<file path="src/hw/rtl/kle_pkg.sv">
// Package: shared constants, codes and types for the keyboard line editor.
package kle_pkg;

  localparam int LINE_MAX     = 256;
  localparam int STORE_SPAN   = 256;
  localparam int LINE_CAP_INT = (LINE_MAX < STORE_SPAN) ? LINE_MAX : STORE_SPAN;

  localparam int CAP_W  = 9;
  localparam int BYTE_W = 8;
  localparam int POS_W  = 8;

  localparam logic [CAP_W-1:0] LINE_CAP = CAP_W'(LINE_CAP_INT);
  localparam logic [CAP_W-1:0] CAP_RESET = CAP_W'(256);

  localparam int QUEUE_DEPTH = 2;
  localparam int QPTR_W      = (QUEUE_DEPTH > 1) ? $clog2(QUEUE_DEPTH) : 1;
  localparam int QCNT_W      = $clog2(QUEUE_DEPTH + 1);

  localparam logic CMD_BEGIN = 1'b0;
  localparam logic CMD_KEY   = 1'b1;

  localparam logic [BYTE_W-1:0] KEY_NUL = 8'h00;
  localparam logic [BYTE_W-1:0] KEY_BS  = 8'h08;
  localparam logic [BYTE_W-1:0] KEY_LF  = 8'h0A;
  localparam logic [BYTE_W-1:0] KEY_CR  = 8'h0D;
  localparam logic [BYTE_W-1:0] KEY_SP  = 8'h20;

  typedef enum logic [1:0] {
    JOB_CHAR,
    JOB_EOL,
    JOB_ERASE
  } job_kind_e;

  typedef struct packed {
    job_kind_e          kind;
    logic [BYTE_W-1:0]  key;
    logic [POS_W-1:0]   idx;
    logic               done;
    logic [CAP_W-1:0]   count;
  } job_t;

endpackage

</file>
<file path="src/hw/rtl/kle_if.sv">
// Interfaces: key input channel, result output channel, configuration channel.
interface kle_in_if;
  logic                      valid;
  logic                      ready;
  logic                      command;
  logic [kle_pkg::BYTE_W-1:0] key_byte;

  modport source (output valid, output command, output key_byte, input ready);
  modport sink   (input valid, input command, input key_byte, output ready);
endinterface

interface kle_out_if;
  logic                       valid;
  logic                       ready;
  logic [kle_pkg::BYTE_W-1:0] echo_char;
  logic                       echo_last;
  logic                       store_write;
  logic [kle_pkg::POS_W-1:0]  store_index;
  logic [kle_pkg::BYTE_W-1:0] store_byte;
  logic                       line_done;
  logic [kle_pkg::CAP_W-1:0]  chars_read;

  modport source (output valid, output echo_char, output echo_last, output store_write,
                  output store_index, output store_byte, output line_done,
                  output chars_read, input ready);
  modport sink   (input valid, input echo_char, input echo_last, input store_write,
                  input store_index, input store_byte, input line_done,
                  input chars_read, output ready);
endinterface

interface kle_cfg_if;
  logic                      valid;
  logic                      ready;
  logic [kle_pkg::CAP_W-1:0] data;

  modport source (output valid, output data, input ready);
  modport sink   (input valid, input data, output ready);
endinterface

</file>
<file path="src/hw/rtl/kle_front.sv">
// Front end: accept and classify key words, track line state, issue jobs.
module kle_front (
  input  logic            clk_i,
  input  logic            rst_ni,
  kle_in_if.sink          in_i,
  kle_cfg_if.sink         cfg_i,
  input  logic            full_i,
  output logic            push_o,
  output kle_pkg::job_t   job_o
);

  logic [kle_pkg::CAP_W-1:0] capacity_q;
  logic                      armed_q, armed_d;
  logic [kle_pkg::CAP_W-1:0] remaining_q, remaining_d;
  logic [kle_pkg::CAP_W-1:0] line_size_q, line_size_d;
  logic [kle_pkg::POS_W-1:0] fill_q, fill_d;
  logic [kle_pkg::CAP_W-1:0] cap;
  logic [kle_pkg::CAP_W-1:0] rem_dec;
  logic                      accept;

  assign in_i.ready  = !full_i;
  assign cfg_i.ready = 1'b1;
  assign accept      = in_i.valid && in_i.ready;
  assign cap         = (capacity_q > kle_pkg::LINE_CAP) ? kle_pkg::LINE_CAP : capacity_q;
  assign rem_dec     = remaining_q - kle_pkg::CAP_W'(1);

  always_comb begin
    armed_d     = armed_q;
    remaining_d = remaining_q;
    line_size_d = line_size_q;
    fill_d      = fill_q;
    push_o      = 1'b0;
    job_o.kind  = kle_pkg::JOB_CHAR;
    job_o.key   = in_i.key_byte;
    job_o.idx   = fill_q;
    job_o.done  = 1'b0;
    job_o.count = '0;
    if (accept) begin
      if (in_i.command == kle_pkg::CMD_BEGIN) begin
        line_size_d = cap;
        remaining_d = cap;
        fill_d      = '0;
        armed_d     = (cap != '0);
      end else if (armed_q && in_i.key_byte != kle_pkg::KEY_NUL) begin
        if (in_i.key_byte == kle_pkg::KEY_BS) begin
          if (remaining_q < line_size_q) begin
            fill_d      = fill_q - kle_pkg::POS_W'(1);
            remaining_d = remaining_q + kle_pkg::CAP_W'(1);
            push_o      = 1'b1;
            job_o.kind  = kle_pkg::JOB_ERASE;
          end
        end else if (in_i.key_byte == kle_pkg::KEY_CR || in_i.key_byte == kle_pkg::KEY_LF) begin
          push_o      = 1'b1;
          job_o.kind  = kle_pkg::JOB_EOL;
          job_o.done  = 1'b1;
          job_o.count = line_size_q - remaining_q;
          armed_d     = 1'b0;
        end else begin
          push_o      = 1'b1;
          job_o.kind  = kle_pkg::JOB_CHAR;
          job_o.done  = (rem_dec == '0);
          job_o.count = line_size_q - rem_dec;
          fill_d      = fill_q + kle_pkg::POS_W'(1);
          remaining_d = rem_dec;
          armed_d     = (rem_dec != '0);
        end
      end
    end
  end

  always_ff @(posedge clk_i or negedge rst_ni) begin
    if (!rst_ni) begin
      capacity_q  <= kle_pkg::CAP_RESET;
      armed_q     <= 1'b0;
      remaining_q <= '0;
      line_size_q <= '0;
      fill_q      <= '0;
    end else begin
      if (cfg_i.valid && cfg_i.ready) begin
        capacity_q <= cfg_i.data;
      end
      armed_q     <= armed_d;
      remaining_q <= remaining_d;
      line_size_q <= line_size_d;
      fill_q      <= fill_d;
    end
  end

  assert property (@(posedge clk_i) disable iff (!rst_ni) remaining_q <= line_size_q)
    else $error("remaining count exceeds line size");

  assert property (@(posedge clk_i) disable iff (!rst_ni) armed_q |-> remaining_q != '0)
    else $error("armed with a full line");

endmodule

</file>
<file path="src/hw/rtl/kle_queue.sv">
// Job queue: short FIFO between the front end and the back end.
module kle_queue (
  input  logic          clk_i,
  input  logic          rst_ni,
  input  logic          push_i,
  input  kle_pkg::job_t job_i,
  output logic          full_o,
  input  logic          pop_i,
  output kle_pkg::job_t job_o,
  output logic          empty_o
);

  kle_pkg::job_t                mem_q [kle_pkg::QUEUE_DEPTH];
  logic [kle_pkg::QPTR_W-1:0]   wr_q, rd_q;
  logic [kle_pkg::QCNT_W-1:0]   cnt_q;

  assign full_o  = (cnt_q == kle_pkg::QCNT_W'(kle_pkg::QUEUE_DEPTH));
  assign empty_o = (cnt_q == '0);
  assign job_o   = mem_q[rd_q];

  function automatic logic [kle_pkg::QPTR_W-1:0] ptr_next(logic [kle_pkg::QPTR_W-1:0] p);
    logic [kle_pkg::QPTR_W-1:0] r;
    if (p == kle_pkg::QPTR_W'(kle_pkg::QUEUE_DEPTH - 1)) begin
      r = '0;
    end else begin
      r = p + kle_pkg::QPTR_W'(1);
    end
    return r;
  endfunction

  always_ff @(posedge clk_i) begin
    if (push_i) begin
      mem_q[wr_q] <= job_i;
    end
  end

  always_ff @(posedge clk_i or negedge rst_ni) begin
    if (!rst_ni) begin
      wr_q  <= '0;
      rd_q  <= '0;
      cnt_q <= '0;
    end else begin
      if (push_i) begin
        wr_q <= ptr_next(wr_q);
      end
      if (pop_i) begin
        rd_q <= ptr_next(rd_q);
      end
      if (push_i && !pop_i) begin
        cnt_q <= cnt_q + kle_pkg::QCNT_W'(1);
      end else if (pop_i && !push_i) begin
        cnt_q <= cnt_q - kle_pkg::QCNT_W'(1);
      end
    end
  end

  assert property (@(posedge clk_i) disable iff (!rst_ni)
                   !(push_i && full_o) && !(pop_i && empty_o))
    else $error("queue overflow or underflow");

endmodule

</file>
<file path="src/hw/rtl/kle_back.sv">
// Back end: expand each job into echo/store result words behind an output register.
module kle_back (
  input  logic          clk_i,
  input  logic          rst_ni,
  input  kle_pkg::job_t job_i,
  input  logic          empty_i,
  output logic          pop_o,
  kle_out_if.source     out_o
);

  logic [1:0]                 step_q;
  logic                       last_step;
  logic                       load;
  logic                       valid_q;
  logic [kle_pkg::BYTE_W-1:0] echo_d, echo_q;
  logic                       elast_d, elast_q;
  logic                       wr_d, wr_q;
  logic [kle_pkg::POS_W-1:0]  idx_d, idx_q;
  logic [kle_pkg::BYTE_W-1:0] byte_d, byte_q;
  logic                       done_d, done_q;
  logic [kle_pkg::CAP_W-1:0]  cnt_d, cnt_q;

  always_comb begin
    last_step = 1'b1;
    echo_d    = job_i.key;
    elast_d   = 1'b0;
    wr_d      = 1'b0;
    idx_d     = '0;
    byte_d    = '0;
    done_d    = 1'b0;
    cnt_d     = '0;
    case (job_i.kind)
      kle_pkg::JOB_ERASE: begin
        last_step = (step_q == 2'd2);
        echo_d    = (step_q == 2'd1) ? kle_pkg::KEY_SP : kle_pkg::KEY_BS;
        elast_d   = last_step;
      end
      kle_pkg::JOB_EOL: begin
        last_step = (step_q == 2'd1);
        elast_d   = last_step;
        if (last_step) begin
          echo_d = kle_pkg::KEY_LF;
          done_d = 1'b1;
          cnt_d  = job_i.count;
        end else begin
          echo_d = kle_pkg::KEY_CR;
          wr_d   = 1'b1;
          idx_d  = job_i.idx;
          byte_d = kle_pkg::KEY_NUL;
        end
      end
      kle_pkg::JOB_CHAR: begin
        echo_d  = job_i.key;
        elast_d = 1'b1;
        wr_d    = 1'b1;
        idx_d   = job_i.idx;
        byte_d  = job_i.key;
        done_d  = job_i.done;
        cnt_d   = job_i.done ? job_i.count : '0;
      end
      default: begin
        last_step = 1'b1;
      end
    endcase
  end

  assign load  = !empty_i && (!valid_q || out_o.ready);
  assign pop_o = load && last_step;

  always_ff @(posedge clk_i or negedge rst_ni) begin
    if (!rst_ni) begin
      valid_q <= 1'b0;
      step_q  <= '0;
    end else begin
      if (load) begin
        valid_q <= 1'b1;
        step_q  <= last_step ? 2'd0 : step_q + 2'd1;
      end else if (out_o.ready) begin
        valid_q <= 1'b0;
      end
    end
  end

  always_ff @(posedge clk_i) begin
    if (load) begin
      echo_q  <= echo_d;
      elast_q <= elast_d;
      wr_q    <= wr_d;
      idx_q   <= idx_d;
      byte_q  <= byte_d;
      done_q  <= done_d;
      cnt_q   <= cnt_d;
    end
  end

  assign out_o.valid       = valid_q;
  assign out_o.echo_char   = echo_q;
  assign out_o.echo_last   = elast_q;
  assign out_o.store_write = wr_q;
  assign out_o.store_index = idx_q;
  assign out_o.store_byte  = byte_q;
  assign out_o.line_done   = done_q;
  assign out_o.chars_read  = cnt_q;

  assert property (@(posedge clk_i) disable iff (!rst_ni)
                   (step_q != 2'd0) |-> (!empty_i && job_i.kind != kle_pkg::JOB_CHAR))
    else $error("job step in progress without a multi-word job at the head");

endmodule

</file>
<file path="src/hw/rtl/keyboard_line_editor_core.sv">
// Top level: keyboard line editor with decoupled classify front end and echo back end.
//
//   channel | dir | handshake   | word
//   in_i    | in  | valid/ready | command, key_byte
//   cfg_i   | in  | valid/ready | data = line_capacity
//   out_o   | out | valid/ready | echo_char, echo_last, store_write, store_index,
//           |     |             | store_byte, line_done, chars_read
//
// A key word is taken every cycle while the two-entry job queue has room.
// The back end emits one result word per cycle while out_o is ready: one for a stored
// character, two for end of line, three for an erase.
// Each result word is held in the back end's output register once its job reaches the queue head.
// Reset clears line state and sets line_capacity to 256; cfg_i is always ready.
module keyboard_line_editor_core (
  input  logic      clk_i,
  input  logic      rst_ni,
  kle_in_if.sink    in_i,
  kle_cfg_if.sink   cfg_i,
  kle_out_if.source out_o
);

  logic          push;
  logic          pop;
  logic          full;
  logic          empty;
  kle_pkg::job_t job_in;
  kle_pkg::job_t job_head;

  kle_front u_front (
    .clk_i  (clk_i),
    .rst_ni (rst_ni),
    .in_i   (in_i),
    .cfg_i  (cfg_i),
    .full_i (full),
    .push_o (push),
    .job_o  (job_in)
  );

  kle_queue u_queue (
    .clk_i   (clk_i),
    .rst_ni  (rst_ni),
    .push_i  (push),
    .job_i   (job_in),
    .full_o  (full),
    .pop_i   (pop),
    .job_o   (job_head),
    .empty_o (empty)
  );

  kle_back u_back (
    .clk_i   (clk_i),
    .rst_ni  (rst_ni),
    .job_i   (job_head),
    .empty_i (empty),
    .pop_o   (pop),
    .out_o   (out_o)
  );

endmodule

</file>
<file path="src/flat_wrapper.sv">
// flat-port wrapper written by rule: the top's interface ports become plain ports
module keyboard_line_editor_core_flat 
  (clk_i, rst_ni, in_i_valid, in_i_command, in_i_key_byte, in_i_ready, cfg_i_valid, cfg_i_data, cfg_i_ready, out_o_valid, out_o_echo_char, out_o_echo_last, out_o_store_write, out_o_store_index, out_o_store_byte, out_o_line_done, out_o_chars_read, out_o_ready);
  kle_in_if in_i_i ();
  kle_cfg_if cfg_i_i ();
  kle_out_if out_o_i ();
  input  logic clk_i;
  input  logic rst_ni;
  input wire logic [$bits(in_i_i.valid)-1:0] in_i_valid;
  input wire logic [$bits(in_i_i.command)-1:0] in_i_command;
  input wire logic [$bits(in_i_i.key_byte)-1:0] in_i_key_byte;
  output wire logic [$bits(in_i_i.ready)-1:0] in_i_ready;
  input wire logic [$bits(cfg_i_i.valid)-1:0] cfg_i_valid;
  input wire logic [$bits(cfg_i_i.data)-1:0] cfg_i_data;
  output wire logic [$bits(cfg_i_i.ready)-1:0] cfg_i_ready;
  output wire logic [$bits(out_o_i.valid)-1:0] out_o_valid;
  output wire logic [$bits(out_o_i.echo_char)-1:0] out_o_echo_char;
  output wire logic [$bits(out_o_i.echo_last)-1:0] out_o_echo_last;
  output wire logic [$bits(out_o_i.store_write)-1:0] out_o_store_write;
  output wire logic [$bits(out_o_i.store_index)-1:0] out_o_store_index;
  output wire logic [$bits(out_o_i.store_byte)-1:0] out_o_store_byte;
  output wire logic [$bits(out_o_i.line_done)-1:0] out_o_line_done;
  output wire logic [$bits(out_o_i.chars_read)-1:0] out_o_chars_read;
  input wire logic [$bits(out_o_i.ready)-1:0] out_o_ready;
  assign in_i_i.valid = in_i_valid;
  assign in_i_i.command = in_i_command;
  assign in_i_i.key_byte = in_i_key_byte;
  assign in_i_ready = in_i_i.ready;
  assign cfg_i_i.valid = cfg_i_valid;
  assign cfg_i_i.data = cfg_i_data;
  assign cfg_i_ready = cfg_i_i.ready;
  assign out_o_valid = out_o_i.valid;
  assign out_o_echo_char = out_o_i.echo_char;
  assign out_o_echo_last = out_o_i.echo_last;
  assign out_o_store_write = out_o_i.store_write;
  assign out_o_store_index = out_o_i.store_index;
  assign out_o_store_byte = out_o_i.store_byte;
  assign out_o_line_done = out_o_i.line_done;
  assign out_o_chars_read = out_o_i.chars_read;
  assign out_o_i.ready = out_o_ready;
  keyboard_line_editor_core u_core (.clk_i(clk_i), .rst_ni(rst_ni), .in_i(in_i_i), .cfg_i(cfg_i_i), .out_o(out_o_i));
endmodule
</file>
<file path="config.mk">
export PLATFORM = sky130hd
export DESIGN_NAME = keyboard_line_editor_core_flat
export DESIGN_NICKNAME = d
export VERILOG_FILES = /design/src/hw/rtl/kle_pkg.sv /design/src/hw/rtl/kle_if.sv /design/src/hw/rtl/kle_front.sv /design/src/hw/rtl/kle_queue.sv /design/src/hw/rtl/kle_back.sv /design/src/hw/rtl/keyboard_line_editor_core.sv /design/src/flat_wrapper.sv
export SDC_FILE = /design/constraint.sdc
export NUM_CORES = 1
export LEC_CHECK = 0
export BUFFER_PORTS_ARGS = -buffer_cell sky130_fd_sc_hd__buf_4
export CAP_MARGIN = 20
export CORE_AREA = 3 3 80 158
export DETAILED_ROUTE_END_ITERATION = 8
export DIE_AREA = 0 0 83 161
export PLACE_DENSITY = 0.8
export SLEW_MARGIN = 25
export SYNTH_ARGS = -nofsm -noshare
export SYNTH_HDL_FRONTEND = slang
export SYNTH_SLANG_ARGS = --single-unit
</file>
<file path="constraint.sdc">
create_clock -name clk_i -period 4.9 [get_ports clk_i]
set_clock_uncertainty 0.05 [all_clocks]
set_input_delay 0.735 -clock clk_i [delete_from_list [all_inputs] [get_ports clk_i]]
set_output_delay 0.735 -clock clk_i [all_outputs]
set_load 0.005 [all_outputs]
</file>
Word-level counts from Yosys, hierarchy flattened:

Memories as Yosys holds them, arrays and structs flattened.
Index checks and enable logic that the tools add are counted.

* bits in registers: 79
* RAM bits: 56
* input port bits: 23
* output and inout bits: 39
* logic and storage cells: 122
* memories kept: 1

Memories
* u_core.u_queue.mem_q: words 2, width 28, read ports 1, clocked after Yosys merged registers in 0, write ports 1, RTL line kle_queue.sv:13 `kle_pkg::job_t mem_q [kle_pkg::QUEUE_DEPTH];`

* add/subtract/negate cells: 11
* $lt $le $gt $ge: 2
* eq/ne operators: 12
* muxes and demuxes: 54
* bitwise logic cells: 1
* reduce and logical (&&, ||, !) cells: 24

Operators by type and width (number)
* $mux 9: 8
* $mux 10: 5
* $mux 8: 6
* $pmux 8 s2: 2
* $eq 8x4->1 const B: 3
* $mux 1: 18
* $pmux 9 s2: 1
* $reduce_bool 9->1: 2
* $sub 9x9->9: 2
* $mux 2: 8
* $add 9x1->9 const B: 1
* $gt 9x9->1 const B: 1
* $logic_not 9->1: 1
* $lt 9x9->1: 1
* $sub 9x1->9 const B: 1
* $add 8x1->8 const B: 1
* $reduce_bool 8->1: 1
* $sub 8x1->8 const B: 1
* $eq 2x2->1 const B: 3
* $logic_and 1x1->1: 6
* $mux 6: 1
* $pmux 1 s2: 3
* $logic_not 1->1: 5
* $add 2x1->2 const B: 2
* 16 further kinds: 21

Depth between registers and ports, before layout:

* depth in word-level cells: 10
* depth in mapped cells: 13

By module:

Synthesis repeated with hierarchy kept, for this count alone.

* cell total of the unflattened synthesis: 593
* area, all modules: 7120.6 µm²

Modules (own cells, without submodules)
* kle_front: instances 1, cells each 373, area each 3185.6 µm², sequential area each 902.1 µm²
* kle_queue: instances 1, cells each 103, area each 2254.7 µm², sequential area each 1781.7 µm²
* kle_back: instances 1, cells each 117, area each 1680.4 µm², sequential area each 1156.1 µm²

Worst setup path after synthesis:

OpenSTA, ideal clock, no wires.

* path kind: register -> register
* from: reg u_core.u_front.remaining_q[5] in the netlist's numbering
* to: mem u_core.u_queue.mem_q[0][0] in the netlist's numbering (enable)
* arrival: 3590 ps
* setup slack: 812 ps
* cell stages (with the launch flop): 10
* period minus slack after synthesis: 4088 ps
* path through: dfrtp_1 clkbuf_2 inv_1 ha_1 nand2_1 o21ai_0 o21ai_0 o22ai_2 a21oi_1 nor3_1

* word-level cells in the longest chain between the ends: 8

RTL lines
* start: declaration: RTL line kle_front.sv:14 `logic [kle_pkg::CAP_W-1:0] remaining_q, remaining_d;`
* start signal: assignment: RTL line kle_front.sv:83 `remaining_q <= remaining_d;`
* $lt 9x9->1: RTL line kle_front.sv:46 `if (remaining_q < line_size_q) begin`
* $mux 1: RTL line kle_front.sv:46
* $mux 1: RTL line kle_front.sv:45 `if (in_i.key_byte == kle_pkg::KEY_BS) begin`
* $mux 1: RTL line kle_front.sv:44 `end else if (armed_q && in_i.key_byte != kle_pkg::KEY_NUL) begin`
* $mux 1: RTL line kle_front.sv:39 `if (in_i.command == kle_pkg::CMD_BEGIN) begin`
* $mux 1: RTL line kle_front.sv:38 `if (accept) begin`
* $mux 1: RTL line kle_queue.sv:32 `if (push_i) begin`
* $mux 1 (not written as such): RTL line kle_queue.sv:33 `mem_q[wr_q] <= job_i;`
* end: declaration: RTL line kle_queue.sv:13

No other way between the ends.

Final worst setup path:

* from: reg u_core.u_front.remaining_q[2] in the netlist's numbering
* to: mem u_core.u_queue.mem_q[1][2] in the netlist's numbering (enable)

* word-level cells in the longest chain between the ends: 8

RTL lines
* $lt 9x9->1: RTL line kle_front.sv:46
* $mux 1: RTL line kle_front.sv:46
* $mux 1: RTL line kle_front.sv:45
* $mux 1: RTL line kle_front.sv:44
* $mux 1: RTL line kle_front.sv:39
* $mux 1: RTL line kle_front.sv:38
* named net u_core.push: RTL line keyboard_line_editor_core.sv:22 `logic push;`
* $mux 1: RTL line kle_queue.sv:32
* $mux 1 (not written as such): RTL line kle_queue.sv:33

The timed path passes the listed nets, and every way through them passes these cells.

==> summary.txt <==
Critical path
  • Slowest CP cell: dfrtp_1
  • CP arrival: 3.69 ns
  • RR Startpoint: u_core.u_front.remaining_q[2]
  • Reg2Reg Setup Slack: 1.26 ns
  • Reg2Reg Depth: 10
  • CP peak stage delay: 0.58 ns
  • WS Path Type: reg -> reg
  • Worst setup EP type: flop
  • Critical Path Source Type: flop
  • Worst-path cell chain: inv_1 > ha_1 > o21ai_0 > a21oi_1 > o21ai_0 > o22ai_2 > a21oi_1 > nor2_1 > and2_1 > buf_4
  • RR Endpoint: u_core.u_queue.mem_q[1][2]
  • Crit path max fanout: 20
  • Critical path capture point: u_core.u_queue.mem_q[1][2]
  • Critical Path RT: 4.94 ns
  • Crit path from: u_core.u_front.remaining_q[2]

Floorplanning
  • Die extent in y: 161 um
  • # IOs: 62
  • Number of core rows: 56
  • Die Wd: 83 um
  • Initial Util: 0.5915
  • Die area: 0.01336 mm^2
  • Core Box Area: 0.01163 mm^2

Clock tree
  • CTS Hold Bufs: 0
  • Resize count post-CTS: 0
  • Setup bufs post-CTS: 0
  • Clk_lat worst skew: 0.42 ns
  • CTS tree: done
  • Clock sink count: 135
  • Root buffer selected by CTS: clkbuf_16
  • CTS Buf Count: 17
  • CTS Buffer Depth: 2
  • Clock H-tree levels: 4
  • Clk slew on worst S/H paths: 0.06 ns

Global route
  • GRT Util Overall: 0.2354
  • Pin count of the biggest net entering global routing: 44
  • GRT overflow: 0
  • Initial antenna violation count: 0
  • First-pass GRT wire length: 24.36 mm
  • Vias in the first global route: 4982

STA
  • Final worst slack: 1.256 ns
  • Worst Max-Slew Pin Slew: 0.8910 ns
  • Tmin final: 3.644 ns
  • Setup TNS: 0 ns
  • Final Cycle Share: 0.7437
  • Final Max Tran Viols: 0
  • Final Setup Violations: 0
  • RSZ-0062 raised after global routing: no
  • Final hold viol count: 0
  • Slew headroom: 0.4060
  • FMAX: 0.2744 GHz

Synth
  • Largest family of logic cells by synthesized area: simple AND/OR/NAND/NOR gates
  • Post-Synth Adder-Cell Area: 0.06492
  • Post-synthesis compound-gate area fraction: 0.09856
  • Synth warn: 0
  • Syn_nets: 647
  • Multiplexer share of the synthesized area: 0.06601
  • Yosys top cell area share: 0.4015
  • FF+latch count, synth: 135
  • Gate Count Post-Synth: 591
  • Top cells by area, synth: edfxtp_1 40%, dfrtp_1 15%, ha_1 5.5%, mux2i_1 4.8%, xnor2_1 3.3%
  • Synth Cell Area: 0.006880 mm^2
  • Syn_area_per_cell: 11.64 um^2
  • Post-synthesis sequential area ratio: 0.5581
  • Most used DFF post-synth: edfxtp_1
  • FFs w/ async S/R, synth: 0.3185
  • Number of flops mapped to enable cells by yosys: 92
  • Cell variety after synth: 63
  • Synth area leader: edfxtp_1
  • XOR/XNOR share of the synthesized area: 0.04855
  • Synth Area in Simple Gates: 0.1288

Finish
  • Final Cell Area: 0.008051 mm^2
  • ANT cells: 0
  • Syn-to-layout area delta: 17.02%
  • Commonest non-fill, non-tap cell in the layout: edfxtp_1
  • Nets: 710
  • Most frequent cells in the layout: 92 x edfxtp_1, 66 x buf_4, 60 x nor2_1
  • Finished Core Util: 0.6922
  • Share of layout cells above drive strength 1: 0.1907
  • Fill cells: 813

Status
  • Status: finished, final reports clean

Routing
  • 1st-iter DRT viols: 206
  • WL/cell: 18.57 um
  • DR pass1 iterations: 4
  • Vias per inst: 5.777
  • Residual DRC: 0
  • Routed Antenna Nets: 0
  • DRT Wirelength: 15.06 mm
  • Vias: 4685

Power
  • Leak Pwr: 3.338 nW
  • Maximum vdd drop: 0.3175 mV
  • Power, Total: 5.393 mW
  • Power per cell area: 669.8 mW/mm^2

Placement
  • GPL Wtd Cong: 0.9086
  • Cell Area, Placed: 0.007461 mm^2
  • Pre-CTS setup slack: 1.001 ns
  • Final HPWL DP: 11.08 mm
  • Port Buffers: 60

Min path
  • Hold Path Class: in -> async

Job
  • Number of max-cap violations: 0
-- routing by layer --
metal	vias up	wire [um]	track usage	part of all wire
met2	134	8833	0.4594	0.59
met5	-	0	0	0
met4	0	675	0.1399	0.045
met3	40	585	0.04492	0.039
li1	2252	-	-	-
met1	2259	4966	0.2184	0.33
-- state kept, by name (all words and copies together) (netlist names), 2 cells and up --
register / flops
u_core.u_back.out_o.store_index: 8
u_core.u_back.out_o.chars_read: 9
u_core.u_back.step_q: 2
u_core.u_queue.cnt_q: 2
u_core.u_front.remaining_q: 9
u_core.u_back.out_o.echo_char: 8
u_core.u_front.capacity_q: 9
u_core.u_queue.mem_q: 56
u_core.u_back.out_o.store_byte: 8
u_core.u_front.fill_q: 8
u_core.u_front.line_size_q: 9
-- cells in the mapped netlist (9+ instances only) --
cell type / n
o21ai_0: 36
xnor2_1: 26
dfrtp_1: 42
inv_1: 30
ha_1: 30
nor3_1: 13
mux2_2: 11
nor2_1: 60
edfxtp_1: 92
mux2i_1: 33
nand3_1: 10
clkbuf_1: 11
xor2_1: 9
a21oi_1: 25
nand2_1: 53
-- where the power goes --
part / total [mW] / leakage [nW] / internal (mW) / switching, mW
sequential: 1.92 / 1.41 / 1.65 / 0.271
combinational: 2.21 / 1.64 / 0.986 / 1.22
clock: 1.27 / 0.283 / 0.759 / 0.506
-- how the worst min path moves through the flow --
stage / endpoint / start / slack [ns]
2_1_floorplan: u_core.u_back.out_o.valid / rst_ni / 0.39
3_3_place_gp: u_core.u_queue.wr_q / u_core.u_queue.wr_q / 0.44
3_5_place_dp: u_core.u_front.line_size_q[0] / u_core.u_front.line_size_q[0] / 0.45
4_1_cts: u_core.u_back.step_q[0] / rst_ni / 0.27
5_1_grt: u_core.u_front.line_size_q[4] / rst_ni / 0.29
6_report: u_core.u_front.line_size_q[4] / rst_ni / 0.26
-- cell families (layout without fill, tap and decap cells) --
group / after synthesis / in the layout
AOI/OAI and AO/OA: 106 / 106
buffers and inverters: 54 / 129
adders and majority gates: 34 / 34
other: 1 / 1
xor gates and xnor gates: 36 / 36
DFF: 135 / 135
and+or+nand+nor: 181 / 181
muxes: 44 / 44
-- worst max-delay path, delay by kind of cell, from the launching register on --
family,cells,cell delay (ns)
buf+inv,2,0.46
flops,1,0.58
fa+ha+maj,1,0.37
compound gates,5,1.13
simple gates,2,0.70
-- final cells by class --
cell class                      count  area (um^2)  share of cell area
Sequential cell                   135         3840              0.4769
Multi-Input combinational cell    402         2808              0.3487
Timing Repair Buffer               67        515.5             0.06402
Clock buffer                       17        425.4             0.05284
Tap cell                          145        181.4             0.02253
Clock inverter                     14        165.2             0.02051
Inverter                           31        116.4             0.01445
-- per-stage QoR --
step	hold WS, ns	instances
after floorplan	0.3894	591
after detailed placement	0.4526	780
final	0.2581	811
after CTS	0.2675	811
after global routing	0.2932	811
after global placement	0.4443	780
No activity file was read; power rests on OpenSTA's default activity.
